==> src/sv/ikcf_pkg.sv <==
`timescale 1ns / 1ps
// ----------------------------------------------------------------------------
// ikcf_pkg
// Types, constants and helpers shared by the follow-the-leader chain solver.
// ----------------------------------------------------------------------------
package ikcf_pkg;

  // field widths
  localparam int COORD_W = 24;
  localparam int ANGLE_W = 16;
  localparam int LEN_W   = 16;
  localparam int CNT_W   = 5;
  localparam int TIME_W  = 16;

  // internal widths
  localparam int DIFF_W  = COORD_W + 1;
  localparam int SUM_W   = COORD_W + 3;
  localparam int OFS_W   = 20;
  localparam int OFS_SH  = 30;
  localparam int MULO_W  = LEN_W + 33 + 1;
  localparam int TRIG_W  = 33;
  localparam int PROD_W  = DIFF_W + TIME_W + 1;
  localparam int MAG_W   = 40;
  localparam int DCNT_W  = 6;

  // CORDIC
  localparam int CORDIC_STEPS = 24;
  localparam int STEP_W = 5;
  localparam int CXY_W  = 44;
  localparam int CZ_W   = 34;
  localparam int VEC_SH = 16;
  localparam logic signed [CXY_W-1:0] CORDIC_GAIN = 44'sd652032874;
  localparam logic signed [MULO_W-1:0] OFS_RND = 50'sd536870912;

  localparam logic [31:0] ATAN_TURNS [CORDIC_STEPS] = '{
    32'h20000000, 32'h12E4051E, 32'h09FB385B, 32'h051111D4, 32'h028B0D43, 32'h0145D7E1,
    32'h00A2F61E, 32'h00517C55, 32'h0028BE53, 32'h00145F2F, 32'h000A2F98, 32'h000517CC,
    32'h00028BE6, 32'h000145F3, 32'h0000A2FA, 32'h0000517D, 32'h000028BE, 32'h0000145F,
    32'h00000A30, 32'h00000518, 32'h0000028C, 32'h00000146, 32'h000000A3, 32'h00000051
  };

  // target modes
  localparam logic [1:0] MODE_KEEP  = 2'd0;
  localparam logic [1:0] MODE_JUMP  = 2'd1;
  localparam logic [1:0] MODE_GLIDE = 2'd2;

  // register index (paddr bit 2)
  localparam logic REG_SEG_LEN = 1'b0;
  localparam logic REG_SEG_CNT = 1'b1;

  typedef logic signed [COORD_W-1:0] coord_t;
  typedef logic [ANGLE_W-1:0]        angle_t;
  typedef logic [3:0]                seg_idx_t;

  typedef struct packed {
    logic [1:0]        target_mode;
    coord_t            new_target_x;
    coord_t            new_target_y;
    logic [TIME_W-1:0] glide_time;
    coord_t            origin_x;
    coord_t            origin_y;
    logic [TIME_W-1:0] frame_dt;
  } in_pl_t;

  typedef struct packed {
    seg_idx_t segment_index;
    coord_t   joint_start_x;
    coord_t   joint_start_y;
    coord_t   joint_end_x;
    coord_t   joint_end_y;
    angle_t   joint_angle;
    logic     last_of_frame;
  } out_pl_t;

  typedef struct packed {
    coord_t sx;
    coord_t sy;
    coord_t ex;
    coord_t ey;
    angle_t hd;
  } seg_rec_t;

  typedef struct packed {
    logic start;
    logic vec;
  } cordic_cmd_t;

  typedef enum logic [4:0] {
    S_IDLE, S_GOAL, S_GMUL, S_GDIV, S_GWAIT, S_SEGRD, S_AIM, S_VECW, S_ROTST,
    S_ROTW, S_OFSX, S_OFSY, S_ENDC, S_STC, S_SHIFT, S_ORD, S_OCALC, S_OWAIT
  } ikcf_state_e;

  // clamp a widened sum to the signed coordinate range
  function automatic coord_t sat_coord(input logic signed [SUM_W-1:0] v);
    coord_t r;
    if ((&v[SUM_W-1:COORD_W-1]) || !(|v[SUM_W-1:COORD_W-1])) begin
      r = v[COORD_W-1:0];
    end else if (v[SUM_W-1]) begin
      r = {1'b1, {(COORD_W-1){1'b0}}};
    end else begin
      r = {1'b0, {(COORD_W-1){1'b1}}};
    end
    return r;
  endfunction

endpackage

==> src/sv/ikcf_cordic.sv <==
`timescale 1ns / 1ps
// ----------------------------------------------------------------------------
// ikcf_cordic
// Shared iterative CORDIC: vectoring mode gives the heading of (dx, dy),
// rotation mode gives cos and sin of a heading. One micro-rotation a cycle.
// ----------------------------------------------------------------------------
module ikcf_cordic (
  input  logic                                clk,
  input  logic                                rst_n,
  input  ikcf_pkg::cordic_cmd_t               cmd,
  input  logic signed [ikcf_pkg::DIFF_W-1:0]  vec_dx,
  input  logic signed [ikcf_pkg::DIFF_W-1:0]  vec_dy,
  input  ikcf_pkg::angle_t                    rot_angle,
  output logic                                done,
  output ikcf_pkg::angle_t                    heading,
  output logic signed [ikcf_pkg::TRIG_W-1:0]  cos_o,
  output logic signed [ikcf_pkg::TRIG_W-1:0]  sin_o
);
  import ikcf_pkg::*;

  logic signed [CXY_W-1:0] x_r, x_nxt, y_r, y_nxt, xs, ys, x_ld, y_ld;
  logic signed [CZ_W-1:0]  z_r, z_nxt, z_ld, atan_s;
  logic [STEP_W-1:0]       step_r, step_nxt;
  logic                    busy_r, busy_nxt, vec_r, vec_nxt, neg_r, neg_nxt;
  logic                    done_r, done_nxt;
  logic [31:0]             rot_a, rot_q, rot_fold, z_round;
  logic                    rot_neg, dir_pos;

  // start values
  always_comb begin
    rot_a    = {rot_angle, {(32-ANGLE_W){1'b0}}};
    rot_q    = rot_a + 32'h4000_0000;
    rot_neg  = rot_q[31];
    rot_fold = rot_neg ? (rot_a + 32'h8000_0000) : rot_a;
    if (cmd.vec) begin
      x_ld = CXY_W'(vec_dx) <<< VEC_SH;
      y_ld = CXY_W'(vec_dy) <<< VEC_SH;
      z_ld = '0;
      if (vec_dx < 0) begin
        x_ld = -x_ld;
        y_ld = -y_ld;
        z_ld = CZ_W'(33'h0_8000_0000);
      end
    end else begin
      x_ld = CORDIC_GAIN;
      y_ld = '0;
      z_ld = CZ_W'($signed(rot_fold));
    end
  end

  // one micro-rotation
  always_comb begin
    xs       = x_r >>> step_r;
    ys       = y_r >>> step_r;
    atan_s   = CZ_W'(ATAN_TURNS[step_r]);
    dir_pos  = vec_r ? !(y_r > 0) : (z_r >= 0);
    x_nxt    = x_r;
    y_nxt    = y_r;
    z_nxt    = z_r;
    step_nxt = step_r;
    busy_nxt = busy_r;
    vec_nxt  = vec_r;
    neg_nxt  = neg_r;
    done_nxt = 1'b0;
    if (cmd.start) begin
      x_nxt    = x_ld;
      y_nxt    = y_ld;
      z_nxt    = z_ld;
      step_nxt = '0;
      busy_nxt = 1'b1;
      vec_nxt  = cmd.vec;
      neg_nxt  = !cmd.vec && rot_neg;
    end else if (busy_r) begin
      if (dir_pos) begin
        x_nxt = x_r - ys;
        y_nxt = y_r + xs;
        z_nxt = z_r - atan_s;
      end else begin
        x_nxt = x_r + ys;
        y_nxt = y_r - xs;
        z_nxt = z_r + atan_s;
      end
      step_nxt = step_r + 1'b1;
      if (step_r == STEP_W'(CORDIC_STEPS - 1)) begin
        busy_nxt = 1'b0;
        done_nxt = 1'b1;
      end
    end
  end

  always_ff @(posedge clk) begin
    if (!rst_n) begin
      busy_r <= 1'b0;
      done_r <= 1'b0;
      step_r <= '0;
    end else begin
      busy_r <= busy_nxt;
      done_r <= done_nxt;
      step_r <= step_nxt;
    end
    x_r   <= x_nxt;
    y_r   <= y_nxt;
    z_r   <= z_nxt;
    vec_r <= vec_nxt;
    neg_r <= neg_nxt;
  end

  // results
  always_comb begin
    z_round = z_r[31:0] + (32'd1 << (31 - ANGLE_W));
    heading = z_round[31:32-ANGLE_W];
    cos_o   = neg_r ? -TRIG_W'(x_r) : TRIG_W'(x_r);
    sin_o   = neg_r ? -TRIG_W'(y_r) : TRIG_W'(y_r);
  end

  assign done = done_r;

endmodule

==> config.mk <==
export PLATFORM = sky130hd
export DESIGN_NAME = ikcf_cordic
export DESIGN_NICKNAME = d
export VERILOG_FILES = /design/src/sv/ikcf_pkg.sv /design/src/sv/ikcf_cordic.sv
export SDC_FILE = /design/constraint.sdc
export NUM_CORES = 1
export LEC_CHECK = 0
export BUFFER_PORTS_ARGS = -buffer_cell sky130_fd_sc_hd__buf_2
export CELL_PAD_IN_SITES_DETAIL_PLACEMENT = 1
export CELL_PAD_IN_SITES_GLOBAL_PLACEMENT = 2
export CORE_MARGIN = 2
export CORE_UTILIZATION = 39
export CTS_CLUSTER_DIAMETER = 40
export DETAILED_ROUTE_END_ITERATION = 8
export PLACE_DENSITY = 0.84
export RECOVER_POWER = 100
export SYNTH_ARGS = -nofsm -noshare
export SYNTH_HDL_FRONTEND = slang
export SYNTH_SLANG_ARGS = --single-unit
==> constraint.sdc <==
create_clock -name clk -period 9.1 [get_ports clk]
set_input_delay 2.275 -clock clk [delete_from_list [all_inputs] [get_ports clk]]
set_output_delay 2.275 -clock clk [all_outputs]
set_load 0.005 [all_outputs]
-- Word-level counts from Yosys, hierarchy flattened
Memory sizes are Yosys's and may differ from the RTL's.
Index checks and enable logic that the tools add are counted.
- bits in registers: 131
- bits in latches: 0
- memory bits (writable): 0
- bits in read-only memories: 1024
- memories: 1
- memory list (memory ; words ; bits a word ; read ports ; clocked after memory_dff ; wr ports ; RTL line ; source):
    (name not given) ; 32 ; 32 ; 1 ; 0 ; 0 ; ikcf_cordic.sv:55 ; atan_s = CZ_W'(ATAN_TURNS[step_r]);
- $add $sub $neg: 14
- $mul: 0
- div/mod/pow operators: 0
- magnitude comparators: 4
- equal/unequal tests: 1
- shifts and indexed selects: 2
- muxes and demuxes: 25
- bitwise gates (word level): 3
- reductions and logical operators: 6
- operators by type and width (kind ; count):
    $mux W44 ; 10
    $mux W34 ; 4
    $mux W32 ; 4
    $add A44 B44 Y44 ; 2
    $neg A41 Y44 ; 2
    $sshr A44 B5 Y44 ; 2
    $sub A44 B44 Y44 ; 2
    $mux W33 ; 2
    $neg A33 Y33 ; 2
    $gt A44 B1 Y1 const B ; 1
    $add A34 B33 Y34 ; 1
    $ge A34 B1 Y1 const B ; 1
    $sub A34 B33 Y34 ; 1
    $add A32 B16 Y32 const B ; 1
    $add A32 B31 Y32 const B ; 1
    $add A32 B32 Y32 const B ; 1
    $lt A25 B1 Y1 const B ; 1
    $ge A6 B6 Y1 const B ; 1
    $not A5 Y6 ; 1
    $add A5 B1 Y5 const B ; 1
    $eq A5 B5 Y1 const B ; 1
    $mux W1 ; 5
    $reduce_or A3 Y1 ; 1
    $logic_not A1 Y1 ; 2
    other kinds (4) ; 5

-- Logic depth before layout (Yosys ltp)
- depth after elaboration: 8
- mapped depth: 32
- gate-level depth less buffers: 26

-- Least setup slack after synthesis
Ideal clock, no wire load.
- kind: reg2reg
- from: register step_r[0]
- to: register z_r[32], data pin
- setup time: 267 ps
- arrival time: 6232 ps
- data required time: 8833 ps
- setup slack: 2601 ps
- cell stages (with the launch flop): 30
- buffers on the path: 6
- period minus slack after synthesis: 6499 ps
- cell sequence: dfxtp_1 -> buf_6 -> buf_6 -> inv_2 -> clkbuf_1 -> clkbuf_1 -> buf_2 -> buf_2 -> ha_1 -> a21o_1 -> o21ai_0 -> nor2_1 -> a31oi_1 -> nor3_1 -> and2_1 -> and3_1 -> a31oi_1 -> xnor2_1 -> ha_1 -> a2111oi_0 -> nand2_1 -> o21ai_0 -> a31oi_1 -> a41oi_1 -> o31ai_1 -> o41ai_1 -> o2111ai_1 -> a21oi_1 -> xor2_1 -> o21ai_0
- longest elaborated chain between the ends: 8
- elaborated cells on any way between the ends: 9
- those cells by class: add/sub (2); mux (5); bitwise (1); memory (1)
- RTL lines (element ; RTL line ; source):
    from (decl) ; ikcf_cordic.sv:23 ; logic [STEP_W-1:0] step_r, step_nxt;
    from (signal assigned) ; ikcf_cordic.sv:99 ; step_r <= step_nxt;
    $not A5 Y6 (not written as such) (*) ; ikcf_cordic.sv:55 ;
    $mem_v2 Z32 W32 (*) ; n/a ;
    $mux W32 (not written as such) (*) (2 in series) ; ikcf_cordic.sv:55 ;
    $add A34 B33 Y34 / $sub A34 B33 Y34 (equally long branches) ; ikcf_cordic.sv:81, ikcf_cordic.sv:77 ;
    $mux W34 (*) ; ikcf_cordic.sv:74 ; if (dir_pos) begin
    $mux W34 (*) ; ikcf_cordic.sv:73 ; end else if (busy_r) begin
    $mux W34 (*) ; ikcf_cordic.sv:65 ; if (cmd.start) begin
    net z_nxt[32] ; ikcf_cordic.sv:22 ; logic signed [CZ_W-1:0] z_r, z_nxt, z_ld, atan_s;
    to (signal assigned) ; ikcf_cordic.sv:103 ; z_r <= z_nxt;
    to (decl) ; ikcf_cordic.sv:22 ;
The timed path passes the listed nets; every way through them passes the cells marked *. The select of a mux whose other input is x is not followed.
A chain may end at the register's enable or synchronous reset.

-- Worst setup path after layout
- from: register y_r[4]
- to: register y_r[24], data pin
- longest elaborated chain between the ends: 6
- elaborated cells on any way between the ends: 8
- those cells by class: add/sub (2); order compare (1); mux (4); reduce/logical (1)
- RTL lines (element ; RTL line ; source):
    from (decl) ; ikcf_cordic.sv:21 ; logic signed [CXY_W-1:0] x_r, x_nxt, y_r, y_nxt, xs, ys, x_ld, y_ld;
    from (signal assigned) ; ikcf_cordic.sv:102 ; y_r <= y_nxt;
    $gt A44 B1 Y1 ; ikcf_cordic.sv:56 ; dir_pos = vec_r ? !(y_r > 0) : (z_r >= 0);
    $logic_not A1 Y1 ; ikcf_cordic.sv:56 ;
    $mux W1 ; ikcf_cordic.sv:56 ;
    $mux W44 (*) ; ikcf_cordic.sv:74 ;
    $mux W44 (*) ; ikcf_cordic.sv:73 ;
    $mux W44 (*) ; ikcf_cordic.sv:65 ;
    net y_nxt[24] ; ikcf_cordic.sv:21 ;
Marked as above.

==> reports/results.md <==
- met2 — Most Crowded Layer GR
- 247.1 um — vertical die dimension
- 12.69% — fraction of final layout cells with drive strength greater than 1
- 23040 um^2 — area of the mapped netlist
- simple AND/OR/NAND/NOR gates — gate family responsible for the most delay along the worst path
- 16.77% — Seq/Total Area, Yosys
- 0 — Yosys warning total
- 23362 — via count of the first global-routing pass
- 31.90% — GR Util All Layers
- done — TritonCTS clock tree
- 0 — hold violation count in the final report
- 2945 — net count after synthesis
- 0 — detailed-route DRC error count
- 23344 — vias after detailed routing
- 8.27 ns — endpoint arrival time on the critical path
- 50.29% — M2 GR Usage
- 17 — Num CTS Buffers
- 39.26% — starting density of the core
- -90.96% — remaining max-slew budget at the tightest pin
- 9.353 nW — static leakage
- 0 — final number of setup-violating endpoints
- 152 — # port buffers
- 0.9936 — final RePlAce weighted congestion
- 2.864 ns — pin slew with the least headroom to its limit
- sky130_fd_sc_hd__clkbuf_16 — clock tree root buffer cell
- 262 — final count of pins violating max slew
- 482.4 nW/um^2 — Cell Pwr Density
- 27 — Max Fanout on Critical Path
- 98 — Synth cell types
- 4 — # H-tree levels
- 0 — remaining global-route overflow
- y_r[4] — launching element of the worst setup path
- 0 — number of cells upsized or downsized after cts
- 6 — Max Cap Viol
- 0.9951 ns — final worst-path setup slack
- 89.06% — crit share post-route
- 61040 um^2 — Total Die Area
- 8.439 um^2 — Avg Synthesized Cell Area
- 0.07 ns — Worst-path clk slew
- 131 — Clock Sinks
- 123.4 MHz — f_max
- 0 — # Post-CTS Setup Buffers
- busy_r — hold path startpoint
- 98110 um — wire length after detailed routing
- 0.1907 mV — largest voltage drop on the vdd net
- 6.596 — mean number of vias per cell
- 0 — cts hold-fix bufs
- 0.51 ns — Worst-Skew Late Latency
- 247.1 um — Horiz. Die Dim
- reg -> reg — Worst Setup Path Type
- 0 ns — setup TNS after final layout
- 73930 um — half-perimeter wire length of the detailed placement result
- false — setup repair after global routing missed its margin
- sky130_fd_sc_hd__inv_1 — Slowest-stage cell, CP
- 89 — Row Count
- finished, violations left — status
- 7.299% — synthesis-to-layout area growth
- 131 — total of flip-flops plus latches after synthesis
- 2 — antenna violations before repair
- flip-flop — Critical Path Sink Type
- max-capacitance violations, max-slew violations — violations in the final reports
- 16.16% — area share of the leading cell type in the synthesized netlist
- 3 — number of buffer and inverter stages on the critical path
- 2 — number of buffers on the longest clock path
- 0.98 ns — maximum cell stage delay along the critical path
- 8.105 ns — minimum clock period
- 124 — number of synthesized flops with an enable pin
- 0% — Synth async-reset ratio
- 153 — I/O pin cnt
- sky130_fd_sc_hd__edfxtp_1 (16%), sky130_fd_sc_hd__mux4_2 (13%), sky130_fd_sc_hd__ha_1 (7.7%) — largest cells by area after synthesis
- 8 — TritonRoute pass-1 iters
- 2314 — DRC violation total after the first TritonRoute iteration
- 0 — Detail Route Antenna Nets
- 6959 — total of fill cells in the finished design
- 147800 um — first-pass GRT wire length
- sky130_fd_sc_hd__edfxtp_1 — cell type contributing the most total cell area after synthesis
- flip-flop — startpoint class of the critical path
- 11.92 mW — overall power consumption
- y_r[4] — startpoint of the lowest-slack register-to-register path
- 0.01599 ns — Worst Skew
- 43.05% — GRT met1 Usage
- 27.72 um — drt wl/cell
- 9.26 ns — required time at the endpoint of the critical path
- 2730 — Mapped Cells
- sky130_fd_sc_hd__nand2_1 (224), sky130_fd_sc_hd__nor2_1 (224), sky130_fd_sc_hd__a21oi_1 (207) — leading cell types in the layout, fill and taps excluded
- 72 — maximum number of pins on one net before global-route repair
- 2967 — layout net count
- sky130_fd_sc_hd__edfxtp_1 — Synth Flop Type
- reg -> reg — type of the most critical hold path
- 1.497 ns — minimum setup slack after placement
- 6.045% — fraction of met3 tracks used by global routing
- or4_1 > nor4_1 > nor2b_1 > nand2_1 > nor3_1 > nand2_1 > o21ba_2 > inv_1 > buf_4 > a21oi_1 > xnor2_1 > ha_1 > nand3_1 > nor2_1 > nor4bb_1 > o311ai_0 > buf_4 > a21oi_1 > o21ai_0 > a21boi_0 > o211ai_1 > a21boi_0 > o21a_1 > o32ai_1 — cell-by-cell trace of the critical path
- 58690 um^2 — Core Region
## worst min-delay path, cell delays in order, from the launching register on
cell                      delay, ns
sky130_fd_sc_hd__dfxtp_1       0.45
sky130_fd_sc_hd__nand3_1       0.13
sky130_fd_sc_hd__nor4_1        0.06
## layout make-up
class	instances	area, um^2	share of cell area, %
Multi-Input combinational cell	2351	18070	73.11
Sequential cell	131	3882	15.71
Antenna cell	1	2.502	0.01012
Timing Repair Buffer	188	960.9	3.887
Clock buffer	23	467.9	1.893
Tap cell	773	967.2	3.912
Clock inverter	9	130.1	0.5264
Inverter	63	236.5	0.9566
## where the power goes
part / leakage [nW] / switching, mW / internal (mW) / total, mW
clock: 0.291 / 0.321 / 0.443 / 0.764
sequential: 1.35 / 0.888 / 1.18 / 2.06
combinational: 7.71 / 5.24 / 3.86 / 9.10
## worst paths after layout
path,endpoint,slack (ns),cells after the start
hold / removal,done,0.68,2
setup / recovery,y_r[24],1.0,24
setup reg to reg,y_r[24],1.0,24
hold reg to reg,done,0.68,2
## metal layers
metal,part of all wire [%],vias up
li1,-,10408
met1,43,11738
met2,45,1015
met3,7.8,181
met4,3.6,2
met5,0.018,-
## synthesized netlist by cell type (all sizes together), types with 62 or more instances
cell and instances:
mux4 128, a21o 72, ha 142, a21oi 207, xor2 142, o21ai 188, buf 86, nand2 224
clkbuf 99, inv 62, xnor2 192, nor2 226, edfxtp 124
## cell families after synthesis
kind of cell               after synthesis  share of synthesized area, %
AOI/OAI and AO/OA                      852                         24.24
and+or+nand+nor                        800                         16.80
xor gates and xnor gates               334                         12.70
buffers and inverters                  248                         4.844
muxes                                  220                         16.68
adders and majority gates              145                         7.972
DFF                                    131                         16.77
## sequential cells by signal, indices dropped and copies added (netlist names)
register,cells
x_r,44
z_r,34
step_r,5
busy_r,1
y_r,44
done,1
vec_r,1
neg_r,1
## through the flow
step           util [%]  instances  area (um^2)  hold WS, ns
2_1_floorplan         -       2730        23040       0.6350
3_3_place_gp      41.32       3506        24250       0.6581
3_5_place_dp      41.32       3506        24250       0.6607
4_1_cts           42.33       3538        24840       0.6745
5_1_grt           42.12       3538        24720       0.6891
6_report          42.13       3539        24720       0.6803
Power figures use the tool's default switching activity.
