--- src/sv/ikcf_pkg.sv ---
`timescale 1ns / 1ps
// ----------------------------------------------------------------------------
// ikcf_pkg
// Types, constants and helpers shared by the follow-the-leader chain solver.
// ----------------------------------------------------------------------------
package ikcf_pkg;

  // field widths
  localparam int COORD_W = 24;
  localparam int ANGLE_W = 16;
  localparam int LEN_W   = 16;
  localparam int CNT_W   = 5;
  localparam int TIME_W  = 16;

  // internal widths
  localparam int DIFF_W  = COORD_W + 1;
  localparam int SUM_W   = COORD_W + 3;
  localparam int OFS_W   = 20;
  localparam int OFS_SH  = 30;
  localparam int MULO_W  = LEN_W + 33 + 1;
  localparam int TRIG_W  = 33;
  localparam int PROD_W  = DIFF_W + TIME_W + 1;
  localparam int MAG_W   = 40;
  localparam int DCNT_W  = 6;

  // CORDIC
  localparam int CORDIC_STEPS = 24;
  localparam int STEP_W = 5;
  localparam int CXY_W  = 44;
  localparam int CZ_W   = 34;
  localparam int VEC_SH = 16;
  localparam logic signed [CXY_W-1:0] CORDIC_GAIN = 44'sd652032874;
  localparam logic signed [MULO_W-1:0] OFS_RND = 50'sd536870912;

  localparam logic [31:0] ATAN_TURNS [CORDIC_STEPS] = '{
    32'h20000000, 32'h12E4051E, 32'h09FB385B, 32'h051111D4, 32'h028B0D43, 32'h0145D7E1,
    32'h00A2F61E, 32'h00517C55, 32'h0028BE53, 32'h00145F2F, 32'h000A2F98, 32'h000517CC,
    32'h00028BE6, 32'h000145F3, 32'h0000A2FA, 32'h0000517D, 32'h000028BE, 32'h0000145F,
    32'h00000A30, 32'h00000518, 32'h0000028C, 32'h00000146, 32'h000000A3, 32'h00000051
  };

  // target modes
  localparam logic [1:0] MODE_KEEP  = 2'd0;
  localparam logic [1:0] MODE_JUMP  = 2'd1;
  localparam logic [1:0] MODE_GLIDE = 2'd2;

  // register index (paddr bit 2)
  localparam logic REG_SEG_LEN = 1'b0;
  localparam logic REG_SEG_CNT = 1'b1;

  typedef logic signed [COORD_W-1:0] coord_t;
  typedef logic [ANGLE_W-1:0]        angle_t;
  typedef logic [3:0]                seg_idx_t;

  typedef struct packed {
    logic [1:0]        target_mode;
    coord_t            new_target_x;
    coord_t            new_target_y;
    logic [TIME_W-1:0] glide_time;
    coord_t            origin_x;
    coord_t            origin_y;
    logic [TIME_W-1:0] frame_dt;
  } in_pl_t;

  typedef struct packed {
    seg_idx_t segment_index;
    coord_t   joint_start_x;
    coord_t   joint_start_y;
    coord_t   joint_end_x;
    coord_t   joint_end_y;
    angle_t   joint_angle;
    logic     last_of_frame;
  } out_pl_t;

  typedef struct packed {
    coord_t sx;
    coord_t sy;
    coord_t ex;
    coord_t ey;
    angle_t hd;
  } seg_rec_t;

  typedef struct packed {
    logic start;
    logic vec;
  } cordic_cmd_t;

  typedef enum logic [4:0] {
    S_IDLE, S_GOAL, S_GMUL, S_GDIV, S_GWAIT, S_SEGRD, S_AIM, S_VECW, S_ROTST,
    S_ROTW, S_OFSX, S_OFSY, S_ENDC, S_STC, S_SHIFT, S_ORD, S_OCALC, S_OWAIT
  } ikcf_state_e;

  // clamp a widened sum to the signed coordinate range
  function automatic coord_t sat_coord(input logic signed [SUM_W-1:0] v);
    coord_t r;
    if ((&v[SUM_W-1:COORD_W-1]) || !(|v[SUM_W-1:COORD_W-1])) begin
      r = v[COORD_W-1:0];
    end else if (v[SUM_W-1]) begin
      r = {1'b1, {(COORD_W-1){1'b0}}};
    end else begin
      r = {1'b0, {(COORD_W-1){1'b1}}};
    end
    return r;
  endfunction

endpackage

--- src/sv/ikcf_div.sv ---
`timescale 1ns / 1ps
// ----------------------------------------------------------------------------
// ikcf_div
// Restoring unsigned divider, one quotient bit a cycle, for glide blending.
// ----------------------------------------------------------------------------
module ikcf_div (
  input  logic                              clk,
  input  logic                              rst_n,
  input  logic                              start,
  input  logic [ikcf_pkg::MAG_W-1:0]        dividend,
  input  logic [ikcf_pkg::TIME_W-1:0]       divisor,
  output logic                              done,
  output logic [ikcf_pkg::MAG_W-1:0]        quotient
);
  import ikcf_pkg::*;

  logic [MAG_W-1:0]  quo_r, quo_nxt;
  logic [TIME_W-1:0] rem_r, rem_nxt, dsr_r, dsr_nxt;
  logic [TIME_W:0]   trial;
  logic [DCNT_W-1:0] cnt_r, cnt_nxt;
  logic              busy_r, busy_nxt, done_r, done_nxt;

  always_comb begin
    trial    = {rem_r, quo_r[MAG_W-1]};
    quo_nxt  = quo_r;
    rem_nxt  = rem_r;
    dsr_nxt  = dsr_r;
    cnt_nxt  = cnt_r;
    busy_nxt = busy_r;
    done_nxt = 1'b0;
    if (start) begin
      quo_nxt  = dividend;
      rem_nxt  = '0;
      dsr_nxt  = divisor;
      cnt_nxt  = DCNT_W'(MAG_W - 1);
      busy_nxt = 1'b1;
    end else if (busy_r) begin
      // trial subtract
      if (trial >= {1'b0, dsr_r}) begin
        rem_nxt = TIME_W'(trial - {1'b0, dsr_r});
        quo_nxt = {quo_r[MAG_W-2:0], 1'b1};
      end else begin
        rem_nxt = trial[TIME_W-1:0];
        quo_nxt = {quo_r[MAG_W-2:0], 1'b0};
      end
      cnt_nxt = cnt_r - 1'b1;
      if (cnt_r == '0) begin
        busy_nxt = 1'b0;
        done_nxt = 1'b1;
      end
    end
  end

  always_ff @(posedge clk) begin
    if (!rst_n) begin
      busy_r <= 1'b0;
      done_r <= 1'b0;
      cnt_r  <= '0;
    end else begin
      busy_r <= busy_nxt;
      done_r <= done_nxt;
      cnt_r  <= cnt_nxt;
    end
    quo_r <= quo_nxt;
    rem_r <= rem_nxt;
    dsr_r <= dsr_nxt;
  end

  assign done     = done_r;
  assign quotient = quo_r;

endmodule

--- config.mk ---
export PLATFORM = sky130hd
export DESIGN_NAME = ikcf_div
export DESIGN_NICKNAME = d
export VERILOG_FILES = /design/src/sv/ikcf_pkg.sv /design/src/sv/ikcf_div.sv
export SDC_FILE = /design/constraint.sdc
export NUM_CORES = 1
export LEC_CHECK = 0
export BUFFER_PORTS_ARGS = -buffer_cell sky130_fd_sc_hd__buf_4
export CAP_MARGIN = 20
export CORE_MARGIN = 2
export CORE_UTILIZATION = 50
export DETAILED_ROUTE_END_ITERATION = 10
export PLACE_DENSITY = 0.75
export SETUP_SLACK_MARGIN = 0.02
export SYNTH_ARGS = -nofsm -noshare
export SYNTH_HDL_FRONTEND = slang
export SYNTH_SLANG_ARGS = --single-unit
--- constraint.sdc ---
create_clock -name clk -period 3.07 [get_ports clk]
set_clock_uncertainty 0.05 [all_clocks]
set_input_delay 0.614 -clock clk [delete_from_list [all_inputs] [get_ports clk]]
set_output_delay 0.614 -clock clk [all_outputs]
set_load 0.01 [all_outputs]
==> After elaboration in Yosys (flattened, before gate mapping) <==
Index checks and enable logic that the tools add are counted.
{ "word_totals": {"register_bits": 80, "input_bits": 59} }
{ "classes": {"add_sub_neg": 2, "magnitude_cmp": 1, "n_mux": 10, "bitwise": 2, "n_reduce_logical": 4} }
{ "ops": {"columns": ["op", "n"], "rows": [
  ["2-to-1 mux 40 bit", 2],
  ["greater-or-equal comparator 17 x 16 -> 1 bit", 1],
  ["2-to-1 mux 16 bit", 1],
  ["subtractor 16 bit", 1],
  ["2-to-1 mux 6 bit", 2],
  ["logical NOT 6 bit", 1],
  ["subtractor 6 x 1 -> 6 bit, second input constant", 1],
  ["2-to-1 mux 1 bit", 5],
  ["OR reduction 3 bit", 1],
  ["inverter 1 bit", 2],
  ["nonzero test 2 bit", 1],
  ["OR reduction 2 bit", 1]
]} }

==> Logic depth before layout (Yosys ltp) <==
Gate-level depths: netlist of run 1.
{ "depth": {"depth_word": 4, "ltp_mapped": 10} }

==> Worst setup path before layout of run 1 <==
OpenSTA, ideal clock, no wires.
{ "synth_path": {"kind": "reg2reg", "from": "register dsr_r[12]", "to": "register rem_r[12]", "t_arrival_ns": 2.245, "path_slack_ns": 0.679, "stages_incl_launch_ff": 10, "path_buffers": 1, "period_less_slack_ns": 2.391, "path_cell_list": "edfxtp_1 -> inv_1 -> ha_1 -> buf_4 -> a21o_1 -> a21oi_2 -> a21oi_2 -> a2111o_4 -> or4_1 -> o311ai_1"} }
{ "synth_between": {"elab_chain_len": 2, "elab_cells_between_ends": 3, "cone_classes": "1 x add/sub; 1 x order compare; 1 x mux"} }
{ "synth_rtl": {"columns": ["element", "line", "rtl"], "rows": [
  ["start: declaration", "ikcf_div.sv:18", "logic [TIME_W-1:0] rem_r, rem_nxt, dsr_r, dsr_nxt;"],
  ["start signal: assignment", "ikcf_div.sv:66", "dsr_r <= dsr_nxt;"],
  ["subtractor 16 bit or greater-or-equal comparator 17 x 16 -> 1 bit (tied branches)", "ikcf_div.sv:40, ikcf_div.sv:39", null],
  ["2-to-1 mux 16 bit *", "ikcf_div.sv:39", "if (trial >= {1'b0, dsr_r}) begin"],
  ["end signal: assignment", "ikcf_div.sv:65", "rem_r <= rem_nxt;"],
  ["end: declaration", "ikcf_div.sv:18", null]
]} }
Every way passes the cells marked *; elsewhere a longest branch is shown, timed or not.
A chain may end at the register's enable or synchronous reset.

==> Worst setup path after layout of run 1 <==
{ "layout_path": {"from": "register dsr_r[12]", "to": "register rem_r[1]"} }
{ "layout_between": {"elab_chain_len": 2} }
{ "layout_rtl": {"columns": ["element", "line"], "rows": [
  ["greater-or-equal comparator 17 x 16 -> 1 bit", "ikcf_div.sv:39"],
  ["2-to-1 mux 16 bit", "ikcf_div.sv:39"]
]} }
Every way passes these cells.

==> impl_metrics.json, run 1 <==
{
  "status": "finished, final reports clean",
  "grtUsageMet3_pct": 7.41,
  "synth.avg_cell_area_um2": 11.6,
  "yosys.area_share.simple_pct": 9.80,
  "overflow": 0,
  "drt_iter0_drc": 144,
  "synthMuxAreaShare_pct": 10.9,
  "slew_violations": 0,
  "met1_usage_pct": 26.9,
  "wl_um": 9980,
  "min_period_over_period_pct": 86.3,
  "ioPinCount": 100,
  "first_pass_iters": 4,
  "clock-sinks": 80,
  "hold_class": "input pin to register",
  "multi_input_area_mm2": 0.00200,
  "antenna_cells": 0,
  "slowest_delay_ns": 0.55,
  "arrival_ns": 2.86,
  "syn-num-nets": 453,
  "cp_data_required_time_ns": 3.28,
  "coreArea_mm2": 0.00830,
  "cp-end-kind": "register",
  "clk_pin_slew_ns": 0.09,
  "cp_max_fo": 14,
  "yosysWarnings": 0,
  "seq_area_mm2": 0.00216,
  "vias": 3320,
  "clk_path_buf_depth": 2,
  "cts.htree.levels": 3,
  "leakagePower_nw": 2.25,
  "place.gp.congestion": 0.868,
  "die_height_um": 97.2,
  "layout-drive-gt1-share_pct": 38.2,
  "cp_cell_sequence": "inv_1, ha_1, nand4_1, or4_1, a21oi_2, a2111oi_4, buf_4, a2111o_1, o311ai_1",
  "critPathTopFamily": "compound AO/OA/AOI/OAI gates",
  "final-setup-viol-count": 0,
  "grt_setup_unrepaired": "false",
  "synthCells": 375,
  "yosys.area.top_type_share_pct": 38.7,
  "synthXorXnorAreaFrac_pct": 3.03,
  "period_minus_slack_ns": 2.65,
  "synth_area_mm2": 0.00434,
  "hold_viol": 0,
  "synth-compound-area-share_pct": 16.5,
  "grt_pass1_wl_um": 16400,
  "peakVddDrop_v": 0.000320,
  "drc_errors": 0,
  "synthTopCellsByArea": "edfxtp_1 39%, dfxtp_1 11%, mux2_2 11%",
  "clk_latency_ns": 0.35,
  "drv_cap": 0,
  "io_buffers": 99,
  "async_reset_ff_share_pct": 0,
  "fin_util_pct": 65.2,
  "crit_buf_inv": 2,
  "slowest_stage": "or4_1",
  "startpoint_type": "register",
  "synth_fa_ha_area_share_pct": 5.65,
  "hold_ws_ns": 0.379,
  "dieWidth_um": 97.2,
  "gr-usage-all-layers_pct": 21.1,
  "ys_ff_latch": 80,
  "die-area_mm2": 0.00944,
  "top_usage_layer": "met2",
  "grt_max_degree": 75,
  "synth_top_cell_by_area": "edfxtp_1",
  "antenna_found_initial": 0,
  "synth_edf_count": 56,
  "ys_types": 62,
  "tns_ns": 0,
  "finalNetCount": 552,
  "ys_seq_area_share_pct": 49.8,
  "fmax_mhz": 378,
  "cts_buffers": 9,
  "path_class": "register to register",
  "tightest_slew_ns": 0.516,
  "use_met2_pct": 34.2,
  "area_growth_pct": 24.8,
  "wl_per_cell_um": 17.1,
  "relSlewSlack_pct": 65.6,
  "fillers": 674,
  "vias_per_cell": 5.68,
  "cts_root_buf": "clkbuf_8",
  "initial_core_util_pct": 52.3,
  "post_cts.repair.setup_buffers": 0,
  "rows": 33,
  "cts-resized-gates": 0,
  "antenna_left": 0,
  "cts_tree": "built",
  "synth_ff_type": "edfxtp_1",
  "pwr_density_cell_mw_per_mm2": 546,
  "postCtsHoldBufs": 0,
  "dp_hpwl_um": 6850,
  "grt_pass1_vias": 3466,
  "synth_top_family_by_area": "compound AO/OA/AOI/OAI gates"
}
## sequential cells by signal (all words and copies together) (netlist names)
register,flops
busy_r,1
cnt_r,6
done,1
dsr_r,16
quotient,40
rem_r,16
## Yosys cell counts (all sizes together) (2+ instances only)
master and instances:
a211oi 2, o211a 3, o31ai 2, a2111o 2, o21a 5, clkbuf 8
o21ai 16, xor2 7, nand4 5, ha 18, a211o 3, a31o 4
nand2 17, xnor2 8, or3 3, o221ai 2, or4 2, nor3 2
o211ai 2, mux2 42, nand3 17, nor4 5, inv 23, nand2b 2
a21boi 4, buf 11, nor2 28, a2bb2oi 2, a21o 7, a31oi 3
a311oi 10, nor2b 2, edfxtp 56, dfxtp 24, a21oi 13, o311ai 2
## through the flow
step           power (W)  setup slack (ns)  instance area (um2)  cells
6_report         0.00296             0.422                 5420    584
5_1_grt          0.00310             0.272                 5420    584
4_1_cts          0.00297             0.429                 5420    584
3_5_place_dp     0.00209             0.453                 5190    568
3_3_place_gp     0.00207             0.516                 5190    568
2_1_floorplan    0.00184             0.679                 4340    375
## area by class of cell
class,instances,area share [%]
multi-input combinational,252,36.9
clock inverter,6,1.71
timing repair buffer,107,15.1
inverter,24,1.66
clock buffer,10,2.36
sequential,80,39.9
tap,105,2.43
## final timing paths
kind | start | slack, ns | to | cells after the start
setup / recovery | dsr_r[12]$_DFFE_PP_ | 0.42 | rem_r[1]$_SDFFE_PP0P_ | 9
hold / removal | divisor[9] | 0.38 | dsr_r[9]$_DFFE_PP_ | 1
setup reg to reg | dsr_r[12]$_DFFE_PP_ | 0.42 | rem_r[1]$_SDFFE_PP0P_ | 9
hold reg to reg | rem_r[14]$_SDFFE_PP0P_ | 0.46 | rem_r[14]$_SDFFE_PP0P_ | 2
## where the power goes
| part | total (W) | internal (W) | switching, W |
|---|---|---|---|
| clock network | 0.000880 | 0.000464 | 0.000416 |
| logic | 0.000736 | 0.000357 | 0.000379 |
| registers | 0.00134 | 0.00128 | 0.0000626 |
## routing by layer
| metal | routed length, um | part of all wire, % |
|---|---|---|
| met1 | 4340 | 44 |
| met2 | 4730 | 47 |
| met3 | 814 | 8.2 |
| met4 | 96 | 0.96 |
| met5 | 0 | 0 |
## logic make-up after synthesis
family,Yosys count
AOI/OAI and AO/OA,88
and+or+nand+nor,88
DFF,80
buffers and inverters,43
muxes,42
adders and majority gates,19
xor gates and xnor gates,15
## cell usage in the layout, fill, tap and decap left out, drive strengths merged, types with 13 or more instances in the layout
cell / count
a21oi: 13
nor2: 28
dfxtp: 24
inv: 25
ha: 18
o21ai: 16
buf: 107
nand3: 17
mux2: 42
nand2: 17
edfxtp: 56
(Power assumes the default switching activity.)
==> run 2, diff against run 1 <==
==> constraint.sdc (replaced) <==
create_clock -name clk -period 3.04 [get_ports clk]
set_clock_uncertainty 0.05 [all_clocks]
set_input_delay 0.608 -clock clk [delete_from_list [all_inputs] [get_ports clk]]
set_output_delay 0.608 -clock clk [all_outputs]
set_load 0.01 [all_outputs]
==> impl_metrics.json, run 2 (synthesis gave the netlist of run 1 again) <==
{
  "clk_latency_ns": 0.35,
  "first_pass_iters": 4,
  "drc_errors": 0,
  "tns_ns": 0,
  "post_cts.repair.setup_buffers": 0,
  "min_from": "divisor[3]",
  "slew_violations": 0,
  "hold_path_depth": 1,
  "slowest_stage": "or4_1",
  "wl_um": 9650,
  "tightest_slew_ns": 0.458,
  "die_height_um": 97.2,
  "vias": 3306,
  "overflow": 0,
  "period_minus_slack_ns": 2.64,
  "cp-end-kind": "register",
  "cts.htree.levels": 3,
  "cp_cell_sequence": "inv_1, ha_1, nand4_1, or4_1, a21oi_2, a2111oi_4, buf_4, a21o_1, a311oi_1",
  "timing.rr.start": "dsr_r[12]$_DFFE_PP_",
  "hold_class": "input pin to register",
  "cp_data_required_time_ns": 3.25,
  "clk_pin_slew_ns": 0.09,
  "ioPinCount": 100,
  "dieWidth_um": 97.2,
  "fmax_mhz": 378,
  "fin_util_pct": 64.8,
  "place.gp.congestion": 0.897,
  "grt_pass1_wl_um": 16200,
  "reg2reg_depth": 9,
  "cts_tree": "built",
  "wl_per_cell_um": 16.6,
  "grt_pass1_vias": 3396,
  "cts_buffers": 9,
  "antenna_left": 0,
  "clock-sinks": 80,
  "finalNetCount": 551,
  "grt_setup_unrepaired": "false",
  "postCtsHoldBufs": 0,
  "antenna_cells": 0,
  "initial_core_util_pct": 52.3,
  "relSlewSlack_pct": 69.5,
  "arrival_ns": 2.85,
  "rows": 33,
  "grt_max_degree": 75,
  "min_period_over_period_pct": 87.0,
  "final-setup-viol-count": 0,
  "drv_cap": 0,
  "gr-usage-all-layers_pct": 21.0,
  "layout-drive-gt1-share_pct": 38.1,
  "hold_viol": 0,
  "die-area_mm2": 0.00944,
  "pwr_density_cell_mw_per_mm2": 522,
  "drt_iter0_drc": 148,
  "cp_max_fo": 14,
  "leakagePower_nw": 2.23,
  "total_power_w": 0.00281,
  "final_cell_mix": "104 x buf_4, 56 x edfxtp_1, 42 x mux2_2, 28 x nor2_1, 24 x dfxtp_1",
  "vias_per_cell": 5.67,
  "peakVddDrop_v": 0.000309,
  "final_common_cell": "buf_4",
  "startpoint_type": "register",
  "slowest_delay_ns": 0.56,
  "coreArea_mm2": 0.00830,
  "startpoint": "dsr_r[12]$_DFFE_PP_",
  "status": "finished, final reports clean",
  "area_growth_pct": 23.9,
  "clk_path_buf_depth": 2,
  "path_class": "register to register",
  "antenna_found_initial": 0,
  "largest_reg_flops": 40,
  "cts_root_buf": "clkbuf_8",
  "cts-resized-gates": 0,
  "dp_hpwl_um": 6890,
  "io_buffers": 99
}
## run 2: cell count changes in the layout (fill, tap and decap cells not counted)
| cell | change |
|---|---|
| buf_12 | +1 |
| buf_4 | -2 |
| bufinv_16 | -2 |
| clkbuf_1 | -1 |
| clkinv_1 | +1 |
| clkinv_4 | +2 |
## run 2: where the power goes
group / switching (W) / internal (W) / total (W)
combinational: 0.000379 / 0.000362 / 0.000741
clock: 0.000411 / 0.000302 / 0.000713
sequential: 0.0000623 / 0.00129 / 0.00135
total: 0.000853 / 0.00195 / 0.00281
## run 2: area by class of cell
| cell class | instances | area (um2) |
|---|---|---|
| multi-input combinational | 252 | 2000 |
| inverter | 24 | 90.1 |
| timing repair buffer | 106 | 821 |
| fill | 639 | 2920 |
| clock inverter | 7 | 53.8 |
| sequential | 80 | 2160 |
| clock buffer | 9 | 124 |
| tap | 105 | 131 |
## run 2: worst max-delay path: cells and delay by family, from the launching register on
| kind | cells | cell delay [ns] |
|---|---|---|
| adders and majority gates | 1 | 0.41 |
| buffers and inverters | 2 | 0.26 |
| DFF | 1 | 0.34 |
| AOI/OAI and AO/OA | 4 | 0.77 |
| and+or+nand+nor | 2 | 0.72 |
## run 2: metal layers
| layer | part of all wire (%) | vias to the layer above | routed length [um] | track usage [%] |
|---|---|---|---|---|
| met3 | 9.5 | 6 | 921 | 8.99 |
| met1 | 42 | 1582 | 4080 | 26.5 |
| met4 | 0.80 | 0 | 77 | 5.63 |
| li1 | - | 1610 | - | - |
| met5 | 0 | - | 0 | 0 |
| met2 | 47 | 108 | 4570 | 33.3 |
## run 2: worst paths after layout
| kind | to | slack, ns |
|---|---|---|
| setup / recovery | rem_r[0]$_SDFFE_PP0P_ | 0.40 |
| hold / removal | dsr_r[3]$_DFFE_PP_ | 0.38 |
| setup reg to reg | rem_r[0]$_SDFFE_PP0P_ | 0.40 |
| hold reg to reg | rem_r[9]$_SDFFE_PP0P_ | 0.47 |
## run 2: metrics by stage
| step | instances | cell area (um2) | worst slack (ns) | hold slack, ns |
|---|---|---|---|---|
| 2_1_floorplan | 375 | 4340 | 0.649 | 0.421 |
| 3_3_place_gp | 567 | 5200 | 0.484 | 0.446 |
| 3_5_place_dp | 567 | 5200 | 0.413 | 0.451 |
| 4_1_cts | 583 | 5380 | 0.396 | 0.352 |
| 5_1_grt | 583 | 5380 | 0.181 | 0.350 |
| 6_report | 583 | 5380 | 0.396 | 0.377 |
